<file path="src/rtl/ephs_pkg.sv">
// Shared types, widths and codes for the window probe hit search block.
// Depends on nothing; every other file imports it.
package ephs_pkg;

  localparam int MAX_WINDOWS = 64;
  localparam int IDX_W       = (MAX_WINDOWS > 1) ? $clog2(MAX_WINDOWS) : 1;
  localparam int CNT_W       = $clog2(MAX_WINDOWS + 1);
  localparam int CFG_W       = 7;
  localparam int WIN_IDX_W   = 6;

  typedef logic signed [15:0] coord_t;
  typedef logic        [14:0] dim_t;
  typedef logic        [31:0] ident_t;
  typedef logic signed [16:0] offs_t;
  typedef logic signed [17:0] scoord_t;
  typedef logic        [2:0]  dir_t;

  localparam logic REQ_LOAD  = 1'b0;
  localparam logic REQ_QUERY = 1'b1;

  localparam dir_t DIR_NONE  = 3'd0;
  localparam dir_t DIR_DOWN  = 3'd1;
  localparam dir_t DIR_UP    = 3'd2;
  localparam dir_t DIR_LEFT  = 3'd3;
  localparam dir_t DIR_RIGHT = 3'd4;

  typedef enum logic [1:0] {
    ST_SKIP    = 2'd0,
    ST_FOUND   = 2'd1,
    ST_NONE    = 2'd2,
    ST_ILLEGAL = 2'd3
  } status_t;

  typedef struct packed {
    coord_t left;
    coord_t top;
    dim_t   width;
    dim_t   height;
    logic   solid;
    ident_t ident;
  } win_entry_t;

  typedef struct packed {
    scoord_t x_lo;
    scoord_t x_hi;
    scoord_t y_lo;
    scoord_t y_hi;
  } strip_t;

  typedef struct packed {
    logic   skip;
    logic   illegal;
    strip_t strip;
  } qdec_t;

  typedef struct packed {
    logic  hit;
    offs_t x_off;
    offs_t y_off;
  } hit_t;

endpackage

</file>
<file path="src/rtl/ephs_cmp.sv">
// Shared compare unit: overlap test of one table entry against the probe
// strip, and the object offset from that entry. Depends on ephs_pkg.
module ephs_cmp (
  input  ephs_pkg::win_entry_t entry,
  input  ephs_pkg::strip_t     strip,
  input  ephs_pkg::coord_t     obj_x,
  input  ephs_pkg::coord_t     obj_y,
  output ephs_pkg::hit_t       res
);
  import ephs_pkg::*;

  scoord_t l;
  scoord_t r;
  scoord_t t;
  scoord_t b;

  assign l = {{2{entry.left[15]}}, entry.left};
  assign t = {{2{entry.top[15]}}, entry.top};
  assign r = l + scoord_t'({3'b000, entry.width});
  assign b = t + scoord_t'({3'b000, entry.height});

  assign res.hit   = entry.solid && (l < strip.x_hi) && (r > strip.x_lo) &&
                     (t < strip.y_hi) && (b > strip.y_lo);
  assign res.x_off = {obj_x[15], obj_x} - {entry.left[15], entry.left};
  assign res.y_off = {obj_y[15], obj_y} - {entry.top[15], entry.top};

endmodule

</file>
<file path="config.mk">
export PLATFORM = sky130hd
export DESIGN_NAME = ephs_cmp
export DESIGN_NICKNAME = d
export VERILOG_FILES = /design/src/rtl/ephs_pkg.sv /design/src/rtl/ephs_cmp.sv
export SDC_FILE = /design/constraint.sdc
export NUM_CORES = 1
export LEC_CHECK = 0
export ABC_AREA = 1
export BUFFER_PORTS_ARGS = -buffer_cell sky130_fd_sc_hd__buf_2
export CAP_MARGIN = 20
export CORE_UTILIZATION = 50
export DETAILED_ROUTE_END_ITERATION = 10
export GPL_TIMING_DRIVEN = 1
export PLACE_DENSITY_LB_ADDON = 0.08
export SYNTH_ARGS = -nofsm -noshare
export SYNTH_HDL_FRONTEND = slang
export SYNTH_SLANG_ARGS = --single-unit
</file>
<file path="constraint.sdc">
create_clock -name vclk -period 5.1
set_input_delay 0.51 -clock vclk [all_inputs]
set_output_delay 0.51 -clock vclk [all_outputs]
set_load 0.02 [all_outputs]
</file>
Word level (Yosys, flattened, before mapping). Cells that the tools add are included.

Register bits after elaboration: 0. Bits of input ports: 199. Output and inout port bits: 35. Word-level logic and storage cells: 12.

Add/subtract/negate cells: 4. Order comparisons: 4. Reduce and logical (&&, ||, !) cells: 4.

Operators by type and width (count): greater-than comparator 17 x 18 -> 1 bit (2); less-than comparator 16 x 18 -> 1 bit (2); adder 16 x 16 -> 17 bit (2); subtractor 16 x 16 -> 17 bit (2); logical AND 1 bit (4).

Logic depth before layout (Yosys ltp).
Depth in word-level cells: 5. Depth in mapped cells: 23. Gate-level depth less buffers: 23.

Worst setup path after synthesis. Ideal clock, no wire load.

Kind: input to output. Start point: input port entry[48] (netlist bit). End point: output port res[34] (netlist bit). Data arrival time: 3006 ps. Required time: 4590 ps. Path slack: 1584 ps. Cell stages on the path: 19. Buffers on the path: 0. Cells stage by stage: ha_1 > inv_1 > fa_1 > o21ai_2 > a21oi_2 > nand3b_1 > nand2_1 > a21oi_1 > ha_1 > nand2_1 > nor2_1 > nand2_1 > nor2_1 > nand2_1 > nand4_1 > nand2_1 > nor2_1 > nand3_1 > nor2_1.

RTL lines: start: declaration (RTL line ephs_cmp.sv:4) `input ephs_pkg::win_entry_t entry,`; end: declaration (RTL line ephs_cmp.sv:8) `output ephs_pkg::hit_t res`.

==> out/metrics.cfg <==
[status]
status=complete, no violations

[timing]
setup_ws_ns=1.097
final-setup-viol-count=0
grt_setup_unrepaired=no
finalHoldViolations=0
relSlewSlack_pct=77.95
worstMarginPinSlew_ns=0.3307
whs_ns=1.433
finalSetupTns_ns=0
min_period_ns=4.003
period_share_pct=78.48
max_freq_mhz=249.8
slew_violations=0

[worst_setup_path]
cp_max_fo=5
cp-start-kind=primary input
worstSetupPathType=primary input to output pin
worstPathArrival_ns=3.49
endpoint_kind=output pin
cp.required_ns=4.59

[grt]
grt_pass1_wl_mm=19.57
grt_pass1_vias=4856
grt_max_degree=7
overflow=0
grt.total_usage_pct=22.81
antenna_found_initial=2

[detailed_routing]
wirelength_mm=12.32
via_count=5549
route.detailed.drc=0
first_iter_violations=59
ant_nets=0
wire_per_inst_um=10.64
viasPerCell=4.792
firstDrtPassIters=6

[synthesis]
synth.avg_cell_area_um2=6.098
synth_top_area_share_pct=32.95
synth_mux_area_share_pct=0
synth_top_family_by_area=adder cells
synth-simple-area-share_pct=24.01
synthAdderAreaFrac_pct=34.55
synth_top_area_cell=ha_1
synthTopCellsByArea=ha_1 (33%), inv_1 (15%), nand2_1 (14%)
ys_warn_count=0
synth_compound_area_share_pct=16.50
synth_fp_nets=1157
synth_area_mm2=0.005012
syn-instance-count=822
synth-xor-area-share_pct=9.960
synth_cell_type_count=28
seq_area_frac_synth_pct=0
synth_most_common_cell=inv_1
netlist_top_cells_count=inv_1 (197), nand2_1 (181), ha_1 (132)

[final_layout]
drive_above_1_share_pct=21.68
fillers=1002
instances_no_fill=1158
nFlopsAndLatches=0
nets=1361
syn_to_final_growth_pct=23.54
clkbuf_count=0
seqCellArea_um2=0

[placement]
io_buffer_count=202
dp_hpwl_mm=11.45
place_inst=1157
place.gp.congestion=0.8328
dp_slack_ns=1.089

[floorplanning]
dieArea_mm2=0.01043
ios=234
rows=36
die_x_um=102.1
initial_core_util_pct=51.52
core_area_mm2=0.009729
die_y_um=102.1

[power]
powerDensity_mw_per_mm2=126.8
total_leakage_power_nw=4.048
p_total_w=0.0007851
ir_worst_vdd_mv=0.08670

[cts]
postCtsSetupBuffers=0
postCtsHoldBufs=0
cts_resized=0

[flow_run]
maxCapViolCount=0

[min_path]
hold_class=primary input to output pin

[placed cells by master, fill, tap and decap left out]
cell and count:
nand3_1 32, diode_2 1, o211a_1 1, nor2_1 53, nand3b_1 6, xor2_1 42, a221oi_1 1, nor3_1 9
inv_2 1, buf_2 202, a21boi_2 4, nand2_1 181, ha_1 132, xnor2_1 15, o21ai_4 1, and2_1 1
o21ai_0 16, inv_1 197, o21bai_1 6, a21o_1 8, a21oi_1 73, clkinv_1 2, a211oi_1 3, nand4_1 11
o21ai_1 7, a21oi_2 4, o21ai_2 10, fa_1 4, o21a_1 1, o2111ai_1 1
[kinds of logic (layout without fill, tap and decap cells)]
kind of cell	count (synthesis)	count (layout)
simple gates	293	293
buf+inv	200	402
compound gates	136	136
fa+ha+maj	136	136
xor+xnor	57	57
other cells	0	1
[layout make-up]
| type | instances | area (µm²) | area share [%] |
|---|---|---|---|
| diodes | 1 | 2.502 | 0.04041 |
| repair buffers | 202 | 1011 | 16.33 |
| multi-input cells | 622 | 4262 | 68.82 |
| inverters | 200 | 750.7 | 12.12 |
| well taps | 133 | 166.4 | 2.687 |
[worst max-delay path, stage by stage]
cell and delay [ns]:
buf_2 0.11, ha_1 0.17, inv_1 0.05, fa_1 0.41, o21ai_2 0.20, a21oi_2 0.11, nand3b_1 0.17, nand2_1 0.12
a21oi_1 0.10, ha_1 0.37, nand4_1 0.15, nor2_1 0.29, o2111ai_1 0.24, nand4_1 0.14, nand3_1 0.08, nor2_1 0.09
buf_2 0.18
[path summary, 6_finish.rpt]
kind | startpoint | to | slack (ns) | depth (start not counted)
worst max-delay path | entry[63] | res[34] | 1.10 | 17
worst min-delay path | entry[63] | res[0] | 1.43 | 4
[routing by layer]
layer	routed length (µm)	global-route usage, %	up-vias
met5	13	0	-
met4	48	0.8791	2
met3	768	3.283	6
met2	6426	49.15	132
met1	5062	23.71	2360
li1	-	-	3049
[report_power, final]
| part | internal, W | leakage, nW | switching, W |
|---|---|---|---|
| Clock | 0.0000000000263 | 0.00000634 | 0 |
| Combinational | 0.000323 | 4.05 | 0.000462 |
| Sequential | 0 | 0 | 0 |
| Total | 0.000323 | 4.05 | 0.000462 |
[stage by stage]
| step | instance area [µm²] | utilization (%) |
|---|---|---|
| 6_report | 6192 | 63.64 |
| 5_1_grt | 6192 | 63.64 |
| 3_3_place_gp | 6190 | 63.62 |
| 2_1_floorplan | 5012 | - |
| 3_5_place_dp | 6190 | 63.62 |
| 4_1_cts | 6190 | 63.62 |
Power figures use the tool's default switching activity.
