===== config.mk =====
export PLATFORM = sky130hd
export DESIGN_NAME = ephs_strip
export DESIGN_NICKNAME = d
export VERILOG_FILES = /design/src/rtl/ephs_pkg.sv /design/src/rtl/ephs_strip.sv
export SDC_FILE = /design/constraint.sdc
export NUM_CORES = 1
export LEC_CHECK = 0
export ABC_AREA = 1
export BUFFER_PORTS_ARGS = -buffer_cell sky130_fd_sc_hd__buf_4
export CORE_MARGIN = 2
export CORE_UTILIZATION = 60
export DETAILED_ROUTE_END_ITERATION = 8
export PLACE_DENSITY_LB_ADDON = 0.05
export SLEW_MARGIN = 10
export SYNTH_ARGS = -nofsm -noshare
export SYNTH_HDL_FRONTEND = slang
export SYNTH_SLANG_ARGS = --single-unit

===== constraint.sdc =====
create_clock -name vclk -period 4.95
set_input_delay 0.2475 -clock vclk [all_inputs]
set_output_delay 0.2475 -clock vclk [all_outputs]
set_load 0.05 [all_outputs]

===== src/rtl/ephs_pkg.sv =====
// Shared types, widths and codes for the window probe hit search block.
// Depends on nothing; every other file imports it.
package ephs_pkg;

  localparam int MAX_WINDOWS = 64;
  localparam int IDX_W       = (MAX_WINDOWS > 1) ? $clog2(MAX_WINDOWS) : 1;
  localparam int CNT_W       = $clog2(MAX_WINDOWS + 1);
  localparam int CFG_W       = 7;
  localparam int WIN_IDX_W   = 6;

  typedef logic signed [15:0] coord_t;
  typedef logic        [14:0] dim_t;
  typedef logic        [31:0] ident_t;
  typedef logic signed [16:0] offs_t;
  typedef logic signed [17:0] scoord_t;
  typedef logic        [2:0]  dir_t;

  localparam logic REQ_LOAD  = 1'b0;
  localparam logic REQ_QUERY = 1'b1;

  localparam dir_t DIR_NONE  = 3'd0;
  localparam dir_t DIR_DOWN  = 3'd1;
  localparam dir_t DIR_UP    = 3'd2;
  localparam dir_t DIR_LEFT  = 3'd3;
  localparam dir_t DIR_RIGHT = 3'd4;

  typedef enum logic [1:0] {
    ST_SKIP    = 2'd0,
    ST_FOUND   = 2'd1,
    ST_NONE    = 2'd2,
    ST_ILLEGAL = 2'd3
  } status_t;

  typedef struct packed {
    coord_t left;
    coord_t top;
    dim_t   width;
    dim_t   height;
    logic   solid;
    ident_t ident;
  } win_entry_t;

  typedef struct packed {
    scoord_t x_lo;
    scoord_t x_hi;
    scoord_t y_lo;
    scoord_t y_hi;
  } strip_t;

  typedef struct packed {
    logic   skip;
    logic   illegal;
    strip_t strip;
  } qdec_t;

  typedef struct packed {
    logic  hit;
    offs_t x_off;
    offs_t y_off;
  } hit_t;

endpackage


===== src/rtl/ephs_strip.sv =====
// Query decode: skip and illegal-side checks and the one-pixel probe strip.
// Depends on ephs_pkg.
module ephs_strip (
  input  ephs_pkg::coord_t pos_x,
  input  ephs_pkg::coord_t pos_y,
  input  ephs_pkg::dim_t   size_w,
  input  ephs_pkg::dim_t   size_h,
  input  ephs_pkg::dir_t   direction,
  input  logic             object_active,
  output ephs_pkg::qdec_t  qdec
);
  import ephs_pkg::*;

  scoord_t px;
  scoord_t py;
  scoord_t sw;
  scoord_t sh;

  assign px = {{2{pos_x[15]}}, pos_x};
  assign py = {{2{pos_y[15]}}, pos_y};
  assign sw = {3'b000, size_w};
  assign sh = {3'b000, size_h};

  always_comb begin
    qdec.skip    = (direction == DIR_NONE) || !object_active;
    qdec.illegal = 1'b0;
    qdec.strip   = '0;
    case (direction)
      DIR_DOWN: begin
        qdec.strip.x_lo = px;
        qdec.strip.x_hi = px + sw;
        qdec.strip.y_lo = py + sh;
        qdec.strip.y_hi = py + sh + 18'sd1;
      end
      DIR_UP: begin
        qdec.strip.x_lo = px;
        qdec.strip.x_hi = px + sw;
        qdec.strip.y_lo = py - 18'sd1;
        qdec.strip.y_hi = py;
      end
      DIR_LEFT: begin
        qdec.strip.x_lo = px - 18'sd1;
        qdec.strip.x_hi = px;
        qdec.strip.y_lo = py;
        qdec.strip.y_hi = py + sh;
      end
      DIR_RIGHT: begin
        qdec.strip.x_lo = px + sw;
        qdec.strip.x_hi = px + sw + 18'sd1;
        qdec.strip.y_lo = py;
        qdec.strip.y_hi = py + sh;
      end
      default: begin
        qdec.illegal = 1'b1;
      end
    endcase
  end

endmodule


; After elaboration in Yosys (flattened, before gate mapping)
; Index checks and enable logic that the tools add are counted.
[op_classes]
n_addsub = 6
n_eq_ne = 4
muxes = 2
n_reduce_logical = 4
[op_table]
columns = cell, count
row1 = case mux 72 bit (4 select lines), 1
row2 = adder 16 x 16 -> 17 bit, 2
row3 = "subtractor 16 x 2 -> 17 bit, second input constant", 2
row4 = "adder 17 x 2 -> 18 bit, second input constant", 1
row5 = "adder 18 x 2 -> 18 bit, second input constant", 1
row6 = "== test 3 x 2 -> 1 bit, second input constant", 2
row7 = OR reduction 4 bit, 1
row8 = "== test 3 x 1 -> 1 bit, second input constant", 1
row9 = "== test 3 bit, second input constant", 1
row10 = zero test 3 bit, 1
row11 = zero test 1 bit, 1
row12 = logical OR 1 bit, 1
row13 = two-way mux 1 bit, 1
[totals]
ff_bits = 0
input_bits = 66
word_cells = 16

; Logic depth before layout (Yosys ltp)
[logic_depth]
depth_word = 3
mapped_depth = 18
mapped_depth_nobuf = 18

; Worst setup path before layout
; No wires, ideal clock.
[synth_timing]
kind = input -> output
startpoint = in pos_y[0]
endpoint = out qdec[2] (netlist name)
arrival_time_ns = 3.186
required_ns = 4.703
path_slack_ns = 1.517
stages = 8
path_buffers = 0
cell_sequence = ha_1 -> inv_1 -> fa_1 -> inv_1 -> ha_1 -> inv_1 -> nor2_1 -> o311ai_0
[synth_rtl]
columns = item, line
row1 = start: declaration, ephs_strip.sv:5  ; input ephs_pkg::coord_t pos_y,
row2 = end: declaration, ephs_strip.sv:10  ; output ephs_pkg::qdec_t qdec

==> flow_results.org <==
** Run status
- Status :: finished clean

** Synth
- Largest cells by area after synthesis :: sky130_fd_sc_hd__nand2_1 26%, sky130_fd_sc_hd__inv_1 14%, sky130_fd_sc_hd__nand3_1 10%
- Of all cell types, the one taking the most synthesized area is sky130_fd_sc_hd__nand2_1.
- Yosys top cell area share :: 0.255
- Post-Synthesis Net Count :: 1041
- The share of the Yosys chip area taken by registers is 0.
- Post-synthesis instance area :: 4670 um^2
- Most repeated cell in the gate-level netlist after synthesis :: sky130_fd_sc_hd__nand2_1
- Number of unique standard cell types used by synthesis :: 44
- Yosys warns :: 0
- A synthesized cell averages 4.98 um^2.
- Most numerous cell types in the synthesized netlist :: 318 x sky130_fd_sc_hd__nand2_1, 171 x sky130_fd_sc_hd__inv_1, 94 x sky130_fd_sc_hd__nand3_1
- Cell count after synthesis :: 939

** STA
- Final setup TNS :: 0 ns
- Endpoints failing setup :: 0
- Relative slew slack :: 0.516
- For the pin with the worst max-slew slack, the measured transition is 0.724 ns.
- Setup WS post-layout :: 1.96 ns
- For this run, the top clock speed supported by timing is 0.334 GHz.
- Setup repair after global routing left no endpoint under its margin.
- Final Hold Fails :: 0
- Fin crit period :: 2.99 ns
- Dividing the final minimum period by the clock period gives 0.604.
- Final-report max-slew violation count :: 0

** Worst setup path
- Crit Path Class :: input pin to output pin
- STA classifies the critical path endpoint as an output pin.
- STA classifies the critical path startpoint as an input pin.
- The most critical setup path has its startpoint at pos_x[0].
- Of all nets on the critical path, the largest fanout is 4.
- At the worst endpoint, the required time is 4.70 ns.
- At the worst endpoint, the arrival time is 2.74 ns.
- Capturing instance or port of the critical path :: qdec[48]

** Cells and area
- Of the cells placed in the final design, the portion with a size suffix greater than 1 is 0.194.
- In the finished design the tool counted flip-flops and latches totalling 0.
- At the end of the flow, the number of nets in the layout was 1166.
- The finished cells cover 5780 um^2.
- Synth-to-layout area growth :: 23.7%
- Finished Layout Cells :: 1164
- Registers take 0 um^2.
- 0 antenna diodes ended up in the layout.
- Number of fillers in the final layout :: 713
- Counting the clock-network buffers in the layout gives 0.

** Placement
- Count of port buffers added during placement :: 140
- Final weighted congestion of routability-driven global placement :: 0.957
- OpenSTA, run right after detailed placement, puts the worst setup slack at 2.00 ns.
- Cell count after placement :: 1164
- Detailed placement finished with a half-perimeter wire length of 12400 um.
- Once placement finished, the instance area stood at 5780 um^2.

** Die
- The region available for standard cell placement spans 7650 um^2.
- Measured along the x axis, the die boundary spans 92.2 um.
- Die Ht :: 92.2 um
- The initial utilization of the core area, before any placement, comes to 0.611.
- Cell row count :: 32
- The die covers 8510 um^2.
- I/O pin count :: 140

** Drt
- Routed vias/inst :: 5.54
- WL/cell :: 12.6 um
- Initial DRC count :: 281
- In this run the remaining antenna-violating nets after routing total 0.
- Total routed wirelength :: 14600 um
- Initial DRT Pass Iterations :: 5
- Total vias in the final route :: 6454
- Number of remaining DRC errors :: 0

** Clock tree
- # hold bufs at CTS :: 0
- Cts repair resizes :: 0
- After clock tree synthesis, the setup repair step added 0 buffers.

** Global routing
- Total GRT Usage :: 0.341
- The first global-routing pass estimated 24800 um of wire.
- The initial antenna violation count is 0.
- The number of global-route vias before repair is 5905.
- Global route total overflow :: 0
- Entering global routing, the biggest net connects 22 pins.

** Hold path
- HP Class :: input pin to output pin

** Power
- VDD IR max :: 0.0959 mV
- For this design the static power due to leakage is 3.40 nW.
- Design Power :: 0.925 mW
- Power spread over the standard cell area amounts to 160 nW/um^2.

** Flow run
- Across the run, the number of max-cap violations was 0.
worst max-delay path, stage by stage:
cell and delay (ns):
sky130_fd_sc_hd__buf_4 0.12, sky130_fd_sc_hd__ha_1 0.24, sky130_fd_sc_hd__inv_1 0.08, sky130_fd_sc_hd__fa_1 0.49, sky130_fd_sc_hd__inv_1 0.09, sky130_fd_sc_hd__ha_1 0.14, sky130_fd_sc_hd__inv_1 0.05, sky130_fd_sc_hd__nor2_1 0.16
sky130_fd_sc_hd__nand3_1 0.14, sky130_fd_sc_hd__nor2_1 0.17, sky130_fd_sc_hd__nand3_1 0.15, sky130_fd_sc_hd__nor2_2 0.18, sky130_fd_sc_hd__nand2_1 0.07, sky130_fd_sc_hd__nand2_1 0.06, sky130_fd_sc_hd__nand3_1 0.07, sky130_fd_sc_hd__nand3_1 0.09
sky130_fd_sc_hd__buf_4 0.20
worst min-delay path by stage:
stage                        startpoint       end  cells after the start
after global placement    object_active  qdec[73]                      3
after floorplan            direction[2]  qdec[73]                      1
after detailed placement  object_active  qdec[73]                      3
after CTS                 object_active  qdec[73]                      3
after global routing      object_active  qdec[73]                      3
final                     object_active  qdec[73]                      3
power by group:
group          switching, mW  leakage [nW]  total [mW]  internal (mW)
Sequential                 0             0           0              0
Clock                      0             0           0              0
Combinational          0.643          3.40       0.925          0.282
cells by family after synthesis:
kind of cell / synth area share
xor gates and xnor gates: 0.00937
and+or+nand+nor: 0.550
AOI/OAI and AO/OA: 0.176
adders and majority gates: 0.0996
buffers and inverters: 0.164
cell usage in the layout (no fill, tap or decap), types with 2 or more instances in the layout:
cell type / instances
sky130_fd_sc_hd__o311ai_0: 2
sky130_fd_sc_hd__nand3b_1: 4
sky130_fd_sc_hd__o21ai_0: 19
sky130_fd_sc_hd__nor2_2: 7
sky130_fd_sc_hd__nand2_4: 2
sky130_fd_sc_hd__inv_2: 9
sky130_fd_sc_hd__a221o_1: 2
sky130_fd_sc_hd__and2_1: 3
sky130_fd_sc_hd__a2111o_1: 2
sky130_fd_sc_hd__nor2_4: 3
sky130_fd_sc_hd__nor2_1: 81
sky130_fd_sc_hd__ha_1: 34
sky130_fd_sc_hd__o21bai_1: 2
sky130_fd_sc_hd__o211ai_1: 9
sky130_fd_sc_hd__fa_1: 2
sky130_fd_sc_hd__nand4_1: 15
sky130_fd_sc_hd__o31ai_1: 4
sky130_fd_sc_hd__nand3_1: 94
sky130_fd_sc_hd__nor3_2: 2
sky130_fd_sc_hd__buf_4: 142
sky130_fd_sc_hd__a31oi_1: 3
sky130_fd_sc_hd__o221ai_1: 22
sky130_fd_sc_hd__nand3_2: 6
sky130_fd_sc_hd__nor3_1: 11
sky130_fd_sc_hd__inv_1: 171
sky130_fd_sc_hd__o22ai_1: 6
sky130_fd_sc_hd__xor2_1: 4
sky130_fd_sc_hd__o2111ai_1: 11
sky130_fd_sc_hd__a21oi_1: 32
sky130_fd_sc_hd__nand2_1: 318
sky130_fd_sc_hd__a21oi_2: 3
sky130_fd_sc_hd__nand2_2: 29
final cells by class:
type	count	area, um^2	area share
Inverter	180	676	0.117
Tap cell	102	128	0.0221
Timing Repair Buffer	142	1070	0.184
Multi-Input combinational cell	740	3910	0.677
metrics by stage:
| stage | hold WS (ns) | utilization |
|---|---|---|
| floorplan | 0.772 | - |
| global placement | 0.801 | 0.756 |
| CTS | 0.802 | 0.756 |
| global route | 0.830 | 0.756 |
| finish | 0.801 | 0.756 |
| detailed placement | 0.802 | 0.756 |
metal layers:
metal	vias up	part of all wire	global-route usage
li1	3313	-	-
met1	2838	0.40	0.407
met2	255	0.49	0.634
met3	48	0.072	0.0197
met4	0	0.034	0.128
met5	-	0	0
(Power assumes the default switching activity.)
